===== src/design/rsqa_pkg.sv =====
// Shared constants and helper functions for the reciprocal square root pipeline.
package rsqa_pkg;

  localparam logic [31:0] RSQRT_MAGIC = 32'h5f3759df;
  localparam logic [31:0] F_HALF      = 32'h3f000000;
  localparam logic [31:0] F_ONE_HALF  = 32'h3fc00000;
  localparam logic [31:0] F_QNAN      = 32'hffc00000;
  localparam logic [31:0] F_QUIET_BIT = 32'h00400000;
  localparam int          RDLY        = 9;

  // leading zero count over a 48-bit product
  function automatic logic [5:0] clz48(input logic [47:0] v);
    logic [5:0] n;
    n = 6'd48;
    for (int i = 0; i < 48; i++) begin
      if (v[i]) n = 6'(47 - i);
    end
    return n;
  endfunction

  // leading zero count over a 27-bit significand with guard bits
  function automatic logic [4:0] clz27(input logic [26:0] v);
    logic [4:0] n;
    n = 5'd27;
    for (int i = 0; i < 27; i++) begin
      if (v[i]) n = 5'(26 - i);
    end
    return n;
  endfunction

endpackage


===== src/design/rsqa_fmul.sv =====
// Three-stage single-precision multiplier with round-to-nearest-even.
module rsqa_fmul import rsqa_pkg::*; (
  input  logic        clk,
  input  logic        rst_n,
  input  logic        en,
  input  logic        in_v,
  input  logic [31:0] a,
  input  logic [31:0] b,
  output logic        out_v,
  output logic [31:0] p
);

  // stage 1: unpack, specials, significand product
  logic        v1_r, s1_r, sp1_r;
  logic [31:0] spv1_r;
  logic [47:0] prod1_r;
  logic signed [9:0] e1_r;

  logic [7:0]  ea, eb, eae, ebe;
  logic        az, bz, ai, bi, an, bn, sgn;
  logic        sp_nxt;
  logic [31:0] spv_nxt;

  always_comb begin
    ea  = a[30:23];
    eb  = b[30:23];
    eae = (ea == 8'd0) ? 8'd1 : ea;
    ebe = (eb == 8'd0) ? 8'd1 : eb;
    az  = (ea == 8'd0) && (a[22:0] == 23'd0);
    bz  = (eb == 8'd0) && (b[22:0] == 23'd0);
    ai  = (ea == 8'hff) && (a[22:0] == 23'd0);
    bi  = (eb == 8'hff) && (b[22:0] == 23'd0);
    an  = (ea == 8'hff) && (a[22:0] != 23'd0);
    bn  = (eb == 8'hff) && (b[22:0] != 23'd0);
    sgn = a[31] ^ b[31];
    sp_nxt  = 1'b1;
    spv_nxt = {sgn, 31'd0};
    if (an)                             spv_nxt = a | F_QUIET_BIT;
    else if (bn)                        spv_nxt = b | F_QUIET_BIT;
    else if ((ai && bz) || (bi && az))  spv_nxt = F_QNAN;
    else if (ai || bi)                  spv_nxt = {sgn, 8'hff, 23'd0};
    else if (az || bz)                  spv_nxt = {sgn, 31'd0};
    else                                sp_nxt  = 1'b0;
  end

  always_ff @(posedge clk) begin
    if (!rst_n) begin
      v1_r <= 1'b0;
    end else if (en) begin
      v1_r <= in_v;
    end
  end

  always_ff @(posedge clk) begin
    if (en) begin
      s1_r    <= sgn;
      sp1_r   <= sp_nxt;
      spv1_r  <= spv_nxt;
      prod1_r <= {ea != 8'd0, a[22:0]} * {eb != 8'd0, b[22:0]};
      e1_r    <= $signed({2'b00, eae}) + $signed({2'b00, ebe}) - 10'sd127;
    end
  end

  // stage 2: normalize, or align into the subnormal range
  logic        v2_r, s2_r, sp2_r, st2_r, ovf2_r;
  logic [31:0] spv2_r;
  logic [47:0] m2_r;
  logic [7:0]  ef2_r;

  logic [5:0]  lz;
  logic signed [10:0] ex;
  logic [47:0] m_nxt;
  logic [6:0]  ramt;
  logic [95:0] wide;
  logic        st_nxt;
  logic [7:0]  ef_nxt;
  logic        ovf_nxt;

  always_comb begin
    lz      = clz48(prod1_r);
    ex      = 11'(e1_r) + 11'sd1 - $signed({5'd0, lz});
    ramt    = 7'(-e1_r);
    wide    = {prod1_r, 48'd0} >> ramt;
    st_nxt  = 1'b0;
    ovf_nxt = 1'b0;
    ef_nxt  = 8'd0;
    if (ex >= 11'sd1) begin
      m_nxt   = prod1_r << lz;
      ovf_nxt = ex >= 11'sd255;
      ef_nxt  = ex[7:0];
    end else if (e1_r >= 10'sd0) begin
      m_nxt = prod1_r << e1_r[5:0];
    end else begin
      m_nxt  = wide[95:48];
      st_nxt = |wide[47:0];
    end
  end

  always_ff @(posedge clk) begin
    if (!rst_n) begin
      v2_r <= 1'b0;
    end else if (en) begin
      v2_r <= v1_r;
    end
  end

  always_ff @(posedge clk) begin
    if (en) begin
      s2_r   <= s1_r;
      sp2_r  <= sp1_r;
      spv2_r <= spv1_r;
      m2_r   <= m_nxt;
      st2_r  <= st_nxt;
      ef2_r  <= ef_nxt;
      ovf2_r <= ovf_nxt;
    end
  end

  // stage 3: round and pack; a carry out of the fraction bumps the exponent
  logic        v3_r;
  logic [31:0] p3_r;
  logic        inc;
  logic [30:0] mag;
  logic [31:0] p_nxt;

  always_comb begin
    inc = m2_r[23] & ((|m2_r[22:0]) | st2_r | m2_r[24]);
    mag = {ef2_r, m2_r[46:24]} + {30'd0, inc};
    if (sp2_r)       p_nxt = spv2_r;
    else if (ovf2_r) p_nxt = {s2_r, 8'hff, 23'd0};
    else             p_nxt = {s2_r, mag};
  end

  always_ff @(posedge clk) begin
    if (!rst_n) begin
      v3_r <= 1'b0;
    end else if (en) begin
      v3_r <= v2_r;
    end
  end

  always_ff @(posedge clk) begin
    if (en) begin
      p3_r <= p_nxt;
    end
  end

  assign out_v = v3_r;
  assign p     = p3_r;

endmodule


===== config.mk =====
export PLATFORM = sky130hd
export DESIGN_NAME = rsqa_fmul
export DESIGN_NICKNAME = d
export VERILOG_FILES = /design/src/design/rsqa_pkg.sv /design/src/design/rsqa_fmul.sv
export SDC_FILE = /design/constraint.sdc
export NUM_CORES = 2
export LEC_CHECK = 0
export BUFFER_PORTS_ARGS = -buffer_cell sky130_fd_sc_hd__buf_2
export CAP_MARGIN = 25
export CORE_MARGIN = 2
export CORE_UTILIZATION = 54
export CTS_CLUSTER_DIAMETER = 150
export DETAILED_ROUTE_END_ITERATION = 10
export PLACE_DENSITY = 0.71
export SETUP_SLACK_MARGIN = 0.02
export SYNTH_ARGS = -nofsm -noshare
export SYNTH_HDL_FRONTEND = slang
export SYNTH_SLANG_ARGS = --single-unit
export TNS_END_PERCENT = 5

===== constraint.sdc =====
create_clock -name clk -period 27 [get_ports clk]
set_input_delay 5.4 -clock clk [delete_from_list [all_inputs] [get_ports clk]]
set_output_delay 5.4 -clock clk [all_outputs]
set_load 0.1 [all_outputs]

* Word level (Yosys, flattened, before mapping)
Index checks and enable logic that the tools add are counted.
W data, S select, Z words.
** Cells by class
- $add $sub $neg :: 6
- Multipliers :: 1
- Order comparisons :: 3
- Equality and inequality tests :: 2
- Shift-type cells :: 3
- Mux-type cells :: 59
- Bitwise operators :: 4
- Reduce and logical (&&, ||, !) cells :: 24
** Operators with widths (number)
- $mux W6 :: 47
- $mux W32 :: 4
- $shl A48 B6 Y47 :: 2
- $shr A96 B7 Y95 :: 1
- $mux W47 :: 2
- $mux W31 :: 2
- $mul A24 B24 Y48 :: 1
- $reduce_or A48 Y1 :: 1
- $logic_not A23 Y1 :: 2
- $reduce_bool A23 Y1 :: 2
- $add A31 B1 Y31 :: 1
- $reduce_or A23 Y1 :: 1
- $eq A8 B8 Y1 const B :: 2
- $logic_not A8 Y1 :: 2
- $mux W8 :: 2
- $reduce_bool A8 Y1 :: 2
- $add A10 B2 Y11 const B :: 1
- $ge A11 B2 Y1 const B :: 1
- $ge A11 B9 Y1 const B :: 1
- $sub A11 B7 Y11 :: 1
- $ge A10 B1 Y1 const B :: 1
- $sub A9 B7 Y10 const B :: 1
- $add A8 B8 Y9 :: 1
- $logic_and A1 B1 Y1 :: 8
- other kinds (10) :: 13
** Storage, ports and cells
- Flip-flop bits (word level) :: 218
- Input bits :: 68
- Output and inout port bits :: 33
- Word-level logic and storage cells :: 119

* Longest topological paths before layout
- Depth after elaboration :: 51
- Depth in mapped cells :: 27
- Gate-level depth less buffers :: 26

* Worst setup path after synthesis
Ideal clock, no wire load.
- Path kind :: input-to-reg
- Start point :: in a[14]
- End point :: reg prod1_r[45], data pin
- Arrival :: 12.039 ns
- Data required time :: 26.742 ns
- Slack :: 14.703 ns
- Stages :: 25
- Path buffers :: 3
- Path through :: clkbuf_1 clkbuf_1 nand2_1 fa_1 inv_1 fa_1 fa_1 fa_1 fa_1 inv_1 fa_1 inv_1 fa_1 ha_1 clkbuf_1 a21oi_1 nand2_1 and4b_1 a211oi_1 a31oi_1 a31o_2 a211o_1 o311ai_0 a21oi_1 xnor2_1
** Between the ends
- Longest elaborated chain between the ends :: 1
** Ends and longest elaborated chain
- from (decl) :: RTL line rsqa_fmul.sv:7 : input logic [31:0] a,
- $mul A24 B24 Y48 :: RTL line rsqa_fmul.sv:59 : prod1_r <= {ea != 8'd0, a[22:0]} * {eb != 8'd0, b[22:0]};
- to (signal assigned) :: RTL line rsqa_fmul.sv:59
- to (decl) :: RTL line rsqa_fmul.sv:16 : logic [47:0] prod1_r;
Every way passes these cells.
A chain may end at the register's enable or synchronous reset.

* Final worst setup path
- Start point :: in a[27]
- End point :: reg prod1_r[45], data pin
** Between the ends
- Longest elaborated chain between the ends :: 2
** Ends and longest elaborated chain (RTL line)
- $reduce_bool A8 Y1 :: rsqa_fmul.sv:59
- $mul A24 B24 Y48 :: rsqa_fmul.sv:59
Every way passes these cells.

==> impl_metrics.ini <==
[global_route]
grt_usage_pct = 31.80
grt_pass1_vias = 30230
grt_pass1_wl_mm = 174.8
grt_start_max_net_pins = 89
antenna_found_initial = 2
grt-ovfl-total = 0

[cells_and_area]
drive_gt1_share_pct = 8.949
syn_to_final_growth_pct = 4.298
layout.nets = 4721

[clock_tree]
cts_tree = done
cts_hold_buffers = 0
path_clk_slew_ns = 0.07
post_cts_buffers = 0
cts_sinks = 218
clk_latency_ns = 0.54
cts.path.max_buffers = 3
root_buffer = clkbuf_16
h-tree-depth = 1
cts_resized = 0
cts_buffers = 23

[sta]
finalHoldViolCount = 0
max_freq_mhz = 80.65
finClkSkew_ns = 0.01182
finalSetupViolCount = 0
rsz0062_at_grt = false
fin_ws_ns = 14.60
worst_pin_slew_ns = 1.008
min_period_ns = 12.40
slew_violations = 0
slew_headroom_pct = 32.55
fin_tns_setup_ns = 0
hold_slack_ns = 0.4138
period_share_pct = 45.92

[worst_setup_path]
r2r_cells = 20
crit_start = a[27]
reg2reg_to = m2_r[22]
start_kind = input pin
worstPathRequired_ns = 27.29
critPathCaptureType = flip-flop
crit_fanout = 25
worstReg2RegStart = prod1_r[1]
path_class = input pin to flip-flop
r2r_slack_ns = 19.68
arrival_ns = 12.68
cp-endpoint = prod1_r[45]

[logic_synthesis]
async_flop_share_pct = 0
synth_ff_type = edfxtp_1
synth-seq-cells = 218
ys_seq_area_share_pct = 17.51
yosysTopAreaCell = fa_1
ys_types = 89
yosysWarnings = 0
syn_area_per_cell_um2 = 9.040
synth.top_cell.area_share_pct = 26.04
synth_area_leaders = fa_1, edfxtp_1, ha_1, nand2_1, inv_1
netlist_area_um2 = 37210
synth_edf_count = 215
syn_nets = 4876
synthCells = 4116

[worst_hold_path]
min_path_type = flip-flop to flip-flop
worstHoldStart = spv1_r[5]

[route]
viasPerCell = 6.359
finalWirelength_mm = 113.0
drcViolationCount = 0
vias = 30910
ant_nets = 0
firstDrtPassIters = 7
avgRoutedWirePerCell_um = 23.24
drt_iter0_drc = 3399

[floorplanning]
die_x_um = 266.5
die_h_um = 266.5
pin_count = 101
start_util_pct = 54.44
core_um2 = 68350
dieArea_um2 = 71020
std_cell_rows = 96

[outcome]
status = finished, final reports clean

[placed_design]
portBuffers = 100
dp_slack_ns = 13.82
gp_congestion = 1.107
dp_hpwl_mm = 84.63

[flow_run]
cap_viol_max_count = 0
## synth_stat cells (20+ instances only)
library cell  instances
mux2i_1             134
a22o_1               51
nand3_1              59
nand4_1              24
a211oi_1             22
and2_1              204
ha_1                208
nor4_1               36
a22oi_1              26
xnor2_1              65
o21ai_0             106
clkbuf_1            269
nand2b_1             20
nand2_1             649
nor2b_1              27
a21o_1               29
nor2_1              201
mux2_2               45
a21oi_1             173
and3_1               21
edfxtp_1            215
a31oi_1              35
xor2_1               28
fa_1                484
mux4_2               84
inv_1               539
o22ai_1              44
buf_2                28
nor3_1               49
## sequential cells by signal, summed over array words and instances (netlist names), 8 cells and up
| signal | flops |
|---|---|
| spv2_r | 32 |
| spv1_r | 32 |
| ef2_r | 8 |
| e1_r | 10 |
| p | 32 |
| prod1_r | 48 |
| m2_r | 47 |
## cells by family after synthesis
| family | after synthesis | synth area share [%] |
|---|---|---|
| XOR/XNOR | 93 | 2.189 |
| AND/OR/NAND/NOR | 1335 | 16.54 |
| multiplexers | 263 | 10.05 |
| buffers and inverters | 865 | 8.989 |
| flip-flops | 218 | 17.51 |
| AO/OA/AOI/OAI | 650 | 11.68 |
| adder cells (fa/ha/maj) | 692 | 33.04 |
## worst max-delay path: stages
cell and delay, ns:
buf_2 0.11, nor4_1 0.40, nand2_1 0.13, buf_4 0.28, and2_1 0.24, fa_1 0.51
fa_1 0.52, fa_1 0.54, inv_1 0.05, fa_1 0.48, fa_1 0.46, fa_1 0.51
inv_1 0.05, fa_1 0.43, ha_1 0.37, nand2_1 0.07, nor2_1 0.08, o221ai_1 0.13
a211oi_1 0.37, a31oi_1 0.29, a31o_2 0.32, a211o_1 0.32, o311ai_0 0.33, a21oi_1 0.13
xnor2_1 0.13
## cell type report
type / instances / area (um2)
antenna: 1 / 2.502
clock buffer: 25 / 583.1
clock inverter: 17 / 226.5
fill: 6022 / 29540
inverter: 543 / 2043
multi-input combinational: 3033 / 27440
sequential: 218 / 6516
tap: 882 / 1104
timing repair buffer: 142 / 893.4
## metrics by stage
step	util, %	area, um2	cells
2_1_floorplan	-	37210	4116
3_3_place_gp	55.43	37880	4812
3_5_place_dp	55.50	37930	4815
4_1_cts	56.68	38740	4857
5_1_grt	56.78	38800	4860
6_report	56.78	38810	4861
## layout by cell type (no fill, tap or decap), types with 10 or more instances in the layout
master / instances
or2_2: 10
nand4_1: 24
a221oi_1: 16
fa_1: 484
o21ai_0: 106
nand2_1: 649
mux2i_1: 134
nor3_1: 48
and2_1: 204
a22oi_1: 26
xnor2_1: 60
o22ai_1: 44
inv_1: 539
nor2b_1: 27
xor2_1: 26
clkbuf_16: 23
a211oi_1: 22
buf_2: 99
o21a_1: 13
a22o_1: 51
buf_4: 36
o211ai_1: 14
mux4_2: 84
nand3_1: 59
nand2b_1: 20
o221ai_1: 12
o21bai_1: 11
mux2_2: 45
and3_1: 21
a21o_1: 29
nor2_1: 200
edfxtp_1: 215
a21oi_1: 172
a31oi_1: 35
ha_1: 207
nor4_1: 36
## per-layer routing
metal	global-route usage [%]	wire length, um
met5	0	18
met4	11.84	4914
met3	5.812	12440
met2	50.91	51870
met1	43.24	43740
## worst min path at each step
stage / end / slack (ns) / cells past startpoint
after floorplan: s2_r / 0.40 / 0
after global placement: s2_r / 0.40 / 0
after detailed placement: sp2_r / 0.40 / 0
after CTS: sp2_r / 0.41 / 0
after global routing: spv2_r[15] / 0.43 / 0
final: spv2_r[5] / 0.41 / 0
Power is left out: the tool's default activity adds up to more than one toggle a clock period on the data nets, which glitch-free logic cannot reach.
