**src/design/rsqa_pkg.sv**
```systemverilog
// Shared constants and helper functions for the reciprocal square root pipeline.
package rsqa_pkg;

  localparam logic [31:0] RSQRT_MAGIC = 32'h5f3759df;
  localparam logic [31:0] F_HALF      = 32'h3f000000;
  localparam logic [31:0] F_ONE_HALF  = 32'h3fc00000;
  localparam logic [31:0] F_QNAN      = 32'hffc00000;
  localparam logic [31:0] F_QUIET_BIT = 32'h00400000;
  localparam int          RDLY        = 9;

  // leading zero count over a 48-bit product
  function automatic logic [5:0] clz48(input logic [47:0] v);
    logic [5:0] n;
    n = 6'd48;
    for (int i = 0; i < 48; i++) begin
      if (v[i]) n = 6'(47 - i);
    end
    return n;
  endfunction

  // leading zero count over a 27-bit significand with guard bits
  function automatic logic [4:0] clz27(input logic [26:0] v);
    logic [4:0] n;
    n = 5'd27;
    for (int i = 0; i < 27; i++) begin
      if (v[i]) n = 5'(26 - i);
    end
    return n;
  endfunction

endpackage

```
**src/design/rsqa_fsub.sv**
```systemverilog
// Three-stage single-precision subtractor (a - b) with round-to-nearest-even.
module rsqa_fsub import rsqa_pkg::*; (
  input  logic        clk,
  input  logic        rst_n,
  input  logic        en,
  input  logic        in_v,
  input  logic [31:0] a,
  input  logic [31:0] b,
  output logic        out_v,
  output logic [31:0] d
);

  // stage 1: specials, order by magnitude, align the smaller operand
  logic        v1_r, sub1_r, s1_r, z1_r, sp1_r;
  logic [31:0] spv1_r;
  logic [26:0] big1_r, sml1_r;
  logic [7:0]  e1_r;

  logic        sbn, an, bn, ai, bi, swp, sl, sp_nxt;
  logic [31:0] spv_nxt, xl, xs;
  logic [7:0]  el, es, dif;
  logic [4:0]  dc;
  logic [53:0] sh;

  always_comb begin
    sbn = ~b[31];
    an  = (a[30:23] == 8'hff) && (a[22:0] != 23'd0);
    bn  = (b[30:23] == 8'hff) && (b[22:0] != 23'd0);
    ai  = (a[30:23] == 8'hff) && (a[22:0] == 23'd0);
    bi  = (b[30:23] == 8'hff) && (b[22:0] == 23'd0);
    sp_nxt  = 1'b1;
    spv_nxt = F_QNAN;
    if (an)                            spv_nxt = a | F_QUIET_BIT;
    else if (bn)                       spv_nxt = b | F_QUIET_BIT;
    else if (ai && bi && a[31] != sbn) spv_nxt = F_QNAN;
    else if (ai)                       spv_nxt = a;
    else if (bi)                       spv_nxt = {sbn, 8'hff, 23'd0};
    else                               sp_nxt  = 1'b0;
    swp = b[30:0] > a[30:0];
    xl  = swp ? b : a;
    xs  = swp ? a : b;
    sl  = swp ? sbn : a[31];
    el  = (xl[30:23] == 8'd0) ? 8'd1 : xl[30:23];
    es  = (xs[30:23] == 8'd0) ? 8'd1 : xs[30:23];
    dif = el - es;
    dc  = (dif > 8'd31) ? 5'd31 : dif[4:0];
    sh  = {xs[30:23] != 8'd0, xs[22:0], 3'b000, 27'd0} >> dc;
  end

  always_ff @(posedge clk) begin
    if (!rst_n) begin
      v1_r <= 1'b0;
    end else if (en) begin
      v1_r <= in_v;
    end
  end

  always_ff @(posedge clk) begin
    if (en) begin
      sub1_r <= a[31] ^ sbn;
      s1_r   <= sl;
      z1_r   <= a[31] & sbn;
      sp1_r  <= sp_nxt;
      spv1_r <= spv_nxt;
      big1_r <= {xl[30:23] != 8'd0, xl[22:0], 3'b000};
      sml1_r <= {sh[53:28], sh[27] | (|sh[26:0])};
      e1_r   <= el;
    end
  end

  // stage 2: add or subtract significands, count leading zeros
  logic        v2_r, s2_r, z2_r, sp2_r;
  logic [31:0] spv2_r;
  logic [27:0] sum2_r;
  logic [4:0]  lz2_r;
  logic [7:0]  e2_r;
  logic [27:0] sum_nxt;

  always_comb begin
    sum_nxt = sub1_r ? {1'b0, big1_r} - {1'b0, sml1_r} : {1'b0, big1_r} + {1'b0, sml1_r};
  end

  always_ff @(posedge clk) begin
    if (!rst_n) begin
      v2_r <= 1'b0;
    end else if (en) begin
      v2_r <= v1_r;
    end
  end

  always_ff @(posedge clk) begin
    if (en) begin
      s2_r   <= s1_r;
      z2_r   <= z1_r;
      sp2_r  <= sp1_r;
      spv2_r <= spv1_r;
      sum2_r <= sum_nxt;
      lz2_r  <= clz27(sum_nxt[26:0]);
      e2_r   <= e1_r;
    end
  end

  // stage 3: normalize, stopping at the subnormal boundary, then round and pack
  logic        v3_r;
  logic [31:0] d3_r;
  logic [7:0]  lim;
  logic [4:0]  shl;
  logic [26:0] m;
  logic [8:0]  ex;
  logic [7:0]  ef;
  logic        inc;
  logic [30:0] mag;
  logic [31:0] d_nxt;

  always_comb begin
    lim = e2_r - 8'd1;
    shl = ({3'd0, lz2_r} < lim) ? lz2_r : lim[4:0];
    if (sum2_r[27]) begin
      m  = {sum2_r[27:2], sum2_r[1] | sum2_r[0]};
      ex = {1'b0, e2_r} + 9'd1;
    end else begin
      m  = sum2_r[26:0] << shl;
      ex = {1'b0, e2_r} - {4'd0, shl};
    end
    ef  = m[26] ? ex[7:0] : 8'd0;
    inc = m[2] & (m[1] | m[0] | m[3]);
    mag = {ef, m[25:3]} + {30'd0, inc};
    if (sp2_r)                 d_nxt = spv2_r;
    else if (sum2_r == 28'd0)  d_nxt = {z2_r, 31'd0};
    else if (ex >= 9'd255)     d_nxt = {s2_r, 8'hff, 23'd0};
    else                       d_nxt = {s2_r, mag};
  end

  always_ff @(posedge clk) begin
    if (!rst_n) begin
      v3_r <= 1'b0;
    end else if (en) begin
      v3_r <= v2_r;
    end
  end

  always_ff @(posedge clk) begin
    if (en) begin
      d3_r <= d_nxt;
    end
  end

  assign out_v = v3_r;
  assign d     = d3_r;

endmodule

```
**config.mk**
```make
export PLATFORM = sky130hd
export DESIGN_NAME = rsqa_fsub
export DESIGN_NICKNAME = d
export VERILOG_FILES = /design/src/design/rsqa_pkg.sv /design/src/design/rsqa_fsub.sv
export SDC_FILE = /design/constraint.sdc
export NUM_CORES = 1
export LEC_CHECK = 0
export ABC_AREA = 1
export BUFFER_PORTS_ARGS = -buffer_cell sky130_fd_sc_hd__buf_2
export CELL_PAD_IN_SITES_DETAIL_PLACEMENT = 1
export CELL_PAD_IN_SITES_GLOBAL_PLACEMENT = 1
export CORE_MARGIN = 2
export CORE_UTILIZATION = 39
export CTS_CLUSTER_SIZE = 25
export DETAILED_ROUTE_END_ITERATION = 8
export PLACE_DENSITY = 0.71
export SYNTH_ARGS = -nofsm -noshare
export SYNTH_HDL_FRONTEND = slang
export SYNTH_SLANG_ARGS = --single-unit
```
**constraint.sdc**
```tcl
create_clock -name clk -period 15.67 [get_ports clk]
set_clock_uncertainty 0.05 [all_clocks]
set_input_delay 3.134 -clock clk [delete_from_list [all_inputs] [get_ports clk]]
set_output_delay 3.134 -clock clk [all_outputs]
set_load 0.05 [all_outputs]
```
**Word level (Yosys, flattened, before mapping)**

Cells that the tools add are included.

- Output and inout port bits: 33
- Bits in registers: 206
- Input port bits: 68

- Bitwise gates (word level): 8
- Add/sub/neg operators: 7
- Multiplexer cells: 46
- Reduce and logical (&&, ||, !) cells: 22
- Order comparisons: 4
- Shifts and indexed selects: 2
- Eq/ne operators: 3

Operators with widths:

| cell | number |
|---|---|
| 32-bit two-way mux | 7 |
| 31-bit two-way mux | 3 |
| 5-bit two-way mux | 12 |
| 54-bit by 5-bit right shift with 54-bit output | 1 |
| 23-bit logical NOT | 2 |
| 23-bit nonzero test | 2 |
| 4-bit two-way mux | 8 |
| 31-bit by 1-bit adder with 31-bit output | 1 |
| 31-bit > comparator | 1 |
| 27-bit by 27-bit adder with 28-bit output | 1 |
| 28-bit logical NOT | 1 |
| 28-bit two-way mux | 1 |
| 27-bit by 27-bit subtractor with 28-bit output | 1 |
| 27-bit two-way mux | 1 |
| 27-bit OR reduction | 1 |
| 27-bit by 5-bit left shift with 27-bit output | 1 |
| 8-bit two-way mux | 3 |
| 8-bit equality test (second input constant) | 2 |
| 8-bit logical NOT | 2 |
| 8-bit nonzero test | 2 |
| 16-bit OR reduction | 1 |
| 3-bit two-way mux | 4 |
| 8-bit by 1-bit adder with 9-bit output (second input constant) | 1 |
| 9-bit by 8-bit greater-or-equal comparator with 1-bit output (second input constant) | 1 |
| 18 further kinds | 32 |

**Logic depth before layout (Yosys ltp)**

- Depth after elaboration: 28
- Depth in mapped cells: 48

**Least setup slack after synthesis**

No wires, ideal clock.

- Path kind: input-to-reg
- From: input a[30]
- To: register sml1_r[0] (data pin)
- Stages: 39
- Library setup time: 0.258 ns
- Setup slack: 7.402 ns
- Data arrival time: 7.959 ns
- Data required time: 15.362 ns
- Buffers on the path: 3
- Cell sequence: inv_1 -> ha_1 -> nand2_1 -> nor2_1 -> nand4_1 -> nor2_1 -> nand4_1 -> nand2_1 -> clkbuf_1 -> clkbuf_1 -> o21ai_0 -> nor4_1 -> nand4_1 -> nand2_1 -> inv_1 -> ha_1 -> inv_1 -> fa_1 -> [3 not listed] -> nand2_1 -> xnor2_1 -> nand3_1 -> nor2_2 -> buf_2 -> nand3_1 -> nand2_1 -> nand2_1 -> nand2_1 -> nand2_1 -> nand3_1 -> nand2_1 -> nor2_1 -> nand2_1 -> nor3_1 -> nand3_1 -> nand2_1 -> nand2_1

- Longest elaborated chain between the ends: 10
- Elaborated cells on any way between the ends: 14
- Classes of those cells: add/sub (1); order compare (2); shift (1); mux (5); bitwise (1); reduce/logical (4)

Ends and longest elaborated chain:

| what | RTL line | text |
|---|---|---|
| start: declaration | rsqa_fsub.sv:7 | `input logic [31:0] a,` |
| 31-bit > comparator | rsqa_fsub.sv:39 | `swp = b[30:0] > a[30:0];` |
| 31-bit two-way mux * | rsqa_fsub.sv:40 | `xl = swp ? b : a;` |
| 8-bit logical NOT | rsqa_fsub.sv:43 | `el = (xl[30:23] == 8'd0) ? 8'd1 : xl[30:23];` |
| 8-bit two-way mux * | rsqa_fsub.sv:43 |  |
| net el[6] | rsqa_fsub.sv:21 | `logic [7:0] el, es, dif;` |
| 8-bit subtractor * | rsqa_fsub.sv:45 | `dif = el - es;` |
| 8-bit by 5-bit > comparator with 1-bit output * | rsqa_fsub.sv:46 | `dc = (dif > 8'd31) ? 5'd31 : dif[4:0];` |
| 5-bit two-way mux * | rsqa_fsub.sv:46 |  |
| 54-bit by 5-bit right shift with 54-bit output * | rsqa_fsub.sv:47 | `sh = {xs[30:23] != 8'd0, xs[22:0], 3'b000, 27'd0} >> dc;` |
| 27-bit OR reduction | rsqa_fsub.sv:66 | `sml1_r <= {sh[53:28], sh[27] \| (\|sh[26:0])};` |
| 1-bit OR * | rsqa_fsub.sv:66 |  |
| end signal: assignment | rsqa_fsub.sv:66 |  |
| end: declaration | rsqa_fsub.sv:16 | `logic [26:0] big1_r, sml1_r;` |

Mark *: on every way through the listed nets, which the timed path passes. The rest lies on a longest branch.
A chain may end at the register's enable or synchronous reset.

**Worst setup path in the final report**

- From: input a[30]
- To: register sml1_r[0] (data pin)

- Longest elaborated chain between the ends: 10
- Elaborated cells on any way between the ends: 14
- Classes of those cells: add/sub (1); order compare (2); shift (1); mux (5); bitwise (1); reduce/logical (4)

Ends and longest elaborated chain:

| what | RTL line |
|---|---|
| 31-bit > comparator | rsqa_fsub.sv:39 |
| 31-bit two-way mux, on equally long branches | rsqa_fsub.sv:40, rsqa_fsub.sv:41 |
| 8-bit logical NOT, on equally long branches | rsqa_fsub.sv:43, rsqa_fsub.sv:44 |
| 8-bit two-way mux, on equally long branches | rsqa_fsub.sv:43, rsqa_fsub.sv:44 |
| 8-bit subtractor | rsqa_fsub.sv:45 |
| 8-bit by 5-bit > comparator with 1-bit output | rsqa_fsub.sv:46 |
| 5-bit two-way mux | rsqa_fsub.sv:46 |
| 54-bit by 5-bit right shift with 54-bit output * | rsqa_fsub.sv:47 |
| 27-bit OR reduction | rsqa_fsub.sv:66 |
| 1-bit OR * | rsqa_fsub.sv:66 |

Mark *: on every way between the ends. The rest lies on a longest branch, timed or not.

==> qor.yml <==
run_status:
  status: "completed"
pwr:
  vdd_drop_max_uv: 77.1
  power_switching_w: 0.00115
  clockPowerShare_pct: 21.4
  power_frac_seq_pct: 29.5
  p_sw_share_pct: 46.1
  total_power_w: 0.00250
  p_leak_nw: 8.97
  p_per_area_mw_per_mm2: 131
  cellInternalPower_w: 0.00135
  power_frac_comb_pct: 49.1
timing:
  rsz0062_at_grt: "no"
  setup_slack_ps: 4780
  finalSetupTns_ps: 0
  period_minus_slack_ps: 10890
  fmax_mhz: 91.9
  worst_pin_slew_ps: 1210
  hold_viol_final: 0
  setup_viol: 0
  max_slew_margin_pct: 19.0
  report.final.slew_viol_count: 0
  period_share_pct: 69.5
critical_path:
  cpMaxStageDelayCell: "nor2_2"
  critPathMaxFanout: 93
  reg2reg_from: "e2_r[0]"
  end_kind: "flip-flop"
  critPathKind: "in2reg"
  critPathLaunchType: "input pin"
  timing.rr.end: "d[10]"
  crit_required_ps: 15870
  crit_top_cell: "nand2_1"
  critical_path_arrival_ps: 11090
  rr_worst_depth: 35
  r2r_setup_slack_ps: 9060
  slowest_delay_ps: 900
yosys:
  synth_top_flop_cell: "edfxtp_1"
  ys_async_sr_fraction_pct: 0
  ys_seq_elements: 206
  netlist_instances: 2468
  synth_edf_count: 203
  seq_area_frac_synth_pct: 35.4
  ys_warn_count: 0
  syn_area_per_cell_um2: 7.04
  mappedNetlistArea_mm2: 0.0174
  synth_cell_types: 61
global_route:
  grtUsageTotal_pct: 27.9
  grt_pass1_wl_um: 101000
  antenna_found_initial: 3
  grt_max_degree: 94
  grt_overflow: 0
  grt_pass1_vias: 17705
clock_tree:
  path_clk_slew_ps: 60
  cts_buffers: 23
  htreeDepth: 1
  cts_resized: 0
  cts_buffer_depth: 3
  clock_latency_ps: 520
  cts_tree: "yes"
  clockRootBuffer: "clkbuf_16"
  clock-sinks: 206
  cts_setup_buffers: 0
  holdBufCountCts: 0
routing:
  wl_per_cell_um: 21.0
  drc_errors: 0
  dr.first_iter.drc_count: 1278
  wl_um: 65900
  vias_per_cell: 5.53
  num_vias: 17336
  firstDrtPassIters: 5
  ant_nets: 0
final_layout:
  final_cell_mix: "744 x nand2_1, 382 x nand3_1, 284 x inv_1"
  nNetsFinal: 2703
  final_cells: 3135
  layout_commonest_cell: "nand2_1"
  diodes: 0
  area_growth_pct: 9.82
  final_util_pct: 43.2
  drive_gt1_share_pct: 9.16
floorplanning:
  core_area_mm2: 0.0441
  die_w_um: 215
  dieArea_mm2: 0.0463
  initial_core_util_pct: 39.4
  ioPinCount: 101
  die-height_um: 215
  fp-row-count: 77
place:
  place_hpwl_um: 53700
  dp_slack_ps: 4490
  dp.cells: 3095
  place_congestion: 1.02
  io_buffer_count: 100
hold_path:
  holdPathStages: 0
  hold_end: "e2_r[1]"
  hp-class: "reg2reg"
  hp-start: "e1_r[1]"
job:
  cap_violations: 0
## final cells by class
type	instances	area, µm²
well taps	592	741
clock inverters	15	165
clock buffers	25	583
multi-input cells	1884	9690
flip-flops and latches	206	6160
repair buffers	113	607
inverters	300	1130
fillers	5801	25000
## registers in the layout, summed over array words and instances, names as in the netlist, 5 cells and up
register	cells
d	32
spv1_r	32
spv2_r	32
sum2_r	28
sml1_r	27
big1_r	24
e1_r	8
e2_r	8
lz2_r	5
## per-stage QoR
stage / hold WS (ps) / cell area [µm²]
2_1_floorplan: 350 / 17400
3_3_place_gp: 351 / 18300
3_5_place_dp: 355 / 18300
4_1_cts: 368 / 19100
5_1_grt: 367 / 19100
6_report: 365 / 19100
## Yosys cell counts (all sizes together), types with 8 or more instances
cell	instances	area share, %
nor4	23	0.83
nand2	765	17
nor3	15	0.53
xnor2	8	0.40
o21ai	134	4.1
inv	296	6.4
o211ai	8	0.35
ha	104	7.5
nand4	36	1.3
xor2	21	1.1
edfxtp	203	35
or2	9	0.32
o22ai	23	0.83
buf	37	1.4
clkbuf	48	1.0
a31oi	9	0.32
a21oi	100	2.9
nor2	191	4.7
nand3	388	11
## worst max-delay path, delay by kind of cell
kind,cells,cell delay (ps)
and+or+nand+nor,29,5270
buffers and inverters,5,1350
adders and majority gates,3,850
AOI/OAI and AO/OA,1,290
xor gates and xnor gates,1,150
## worst max path at each step
stage	startpoint	to	depth (start not counted)
2_1_floorplan	a[30]	sml1_r[0]	39
3_3_place_gp	a[30]	sml1_r[0]	39
3_5_place_dp	a[30]	sml1_r[0]	38
4_1_cts	a[30]	sml1_r[0]	38
5_1_grt	a[30]	sml1_r[0]	40
6_report	a[30]	sml1_r[0]	39
## power groups by stage
stage                     registers [W]  clock network (W)  logic [W]
after floorplan                0.000772                  0   0.000809
after global placement         0.000746                  0    0.00119
after detailed placement       0.000750                  0    0.00121
after CTS                      0.000739           0.000545    0.00122
after global routing           0.000744           0.000564    0.00136
final                          0.000737           0.000534    0.00122
## logic make-up (layout without fill, tap and decap cells)
kind of cell               after synthesis  after routing  share of synthesized area, %
adders and majority gates              107            107                          7.84
buffers and inverters                  385            453                          8.94
other                                    1              8                        0.0216
DFF                                    206            206                          35.4
and+or+nand+nor                       1436           1436                          36.3
xor gates and xnor gates                29             29                          1.46
AOI/OAI and AO/OA                      304            304                          9.97
## per-layer routing
| layer | share of wire [%] | track usage, % |
|---|---|---|
| met5 | 0.046 | 0 |
| met4 | 4.9 | 12.6 |
| met3 | 4.1 | 2.62 |
| met2 | 49 | 49.7 |
| met1 | 42 | 34.1 |
Power figures use the tool's default switching activity.
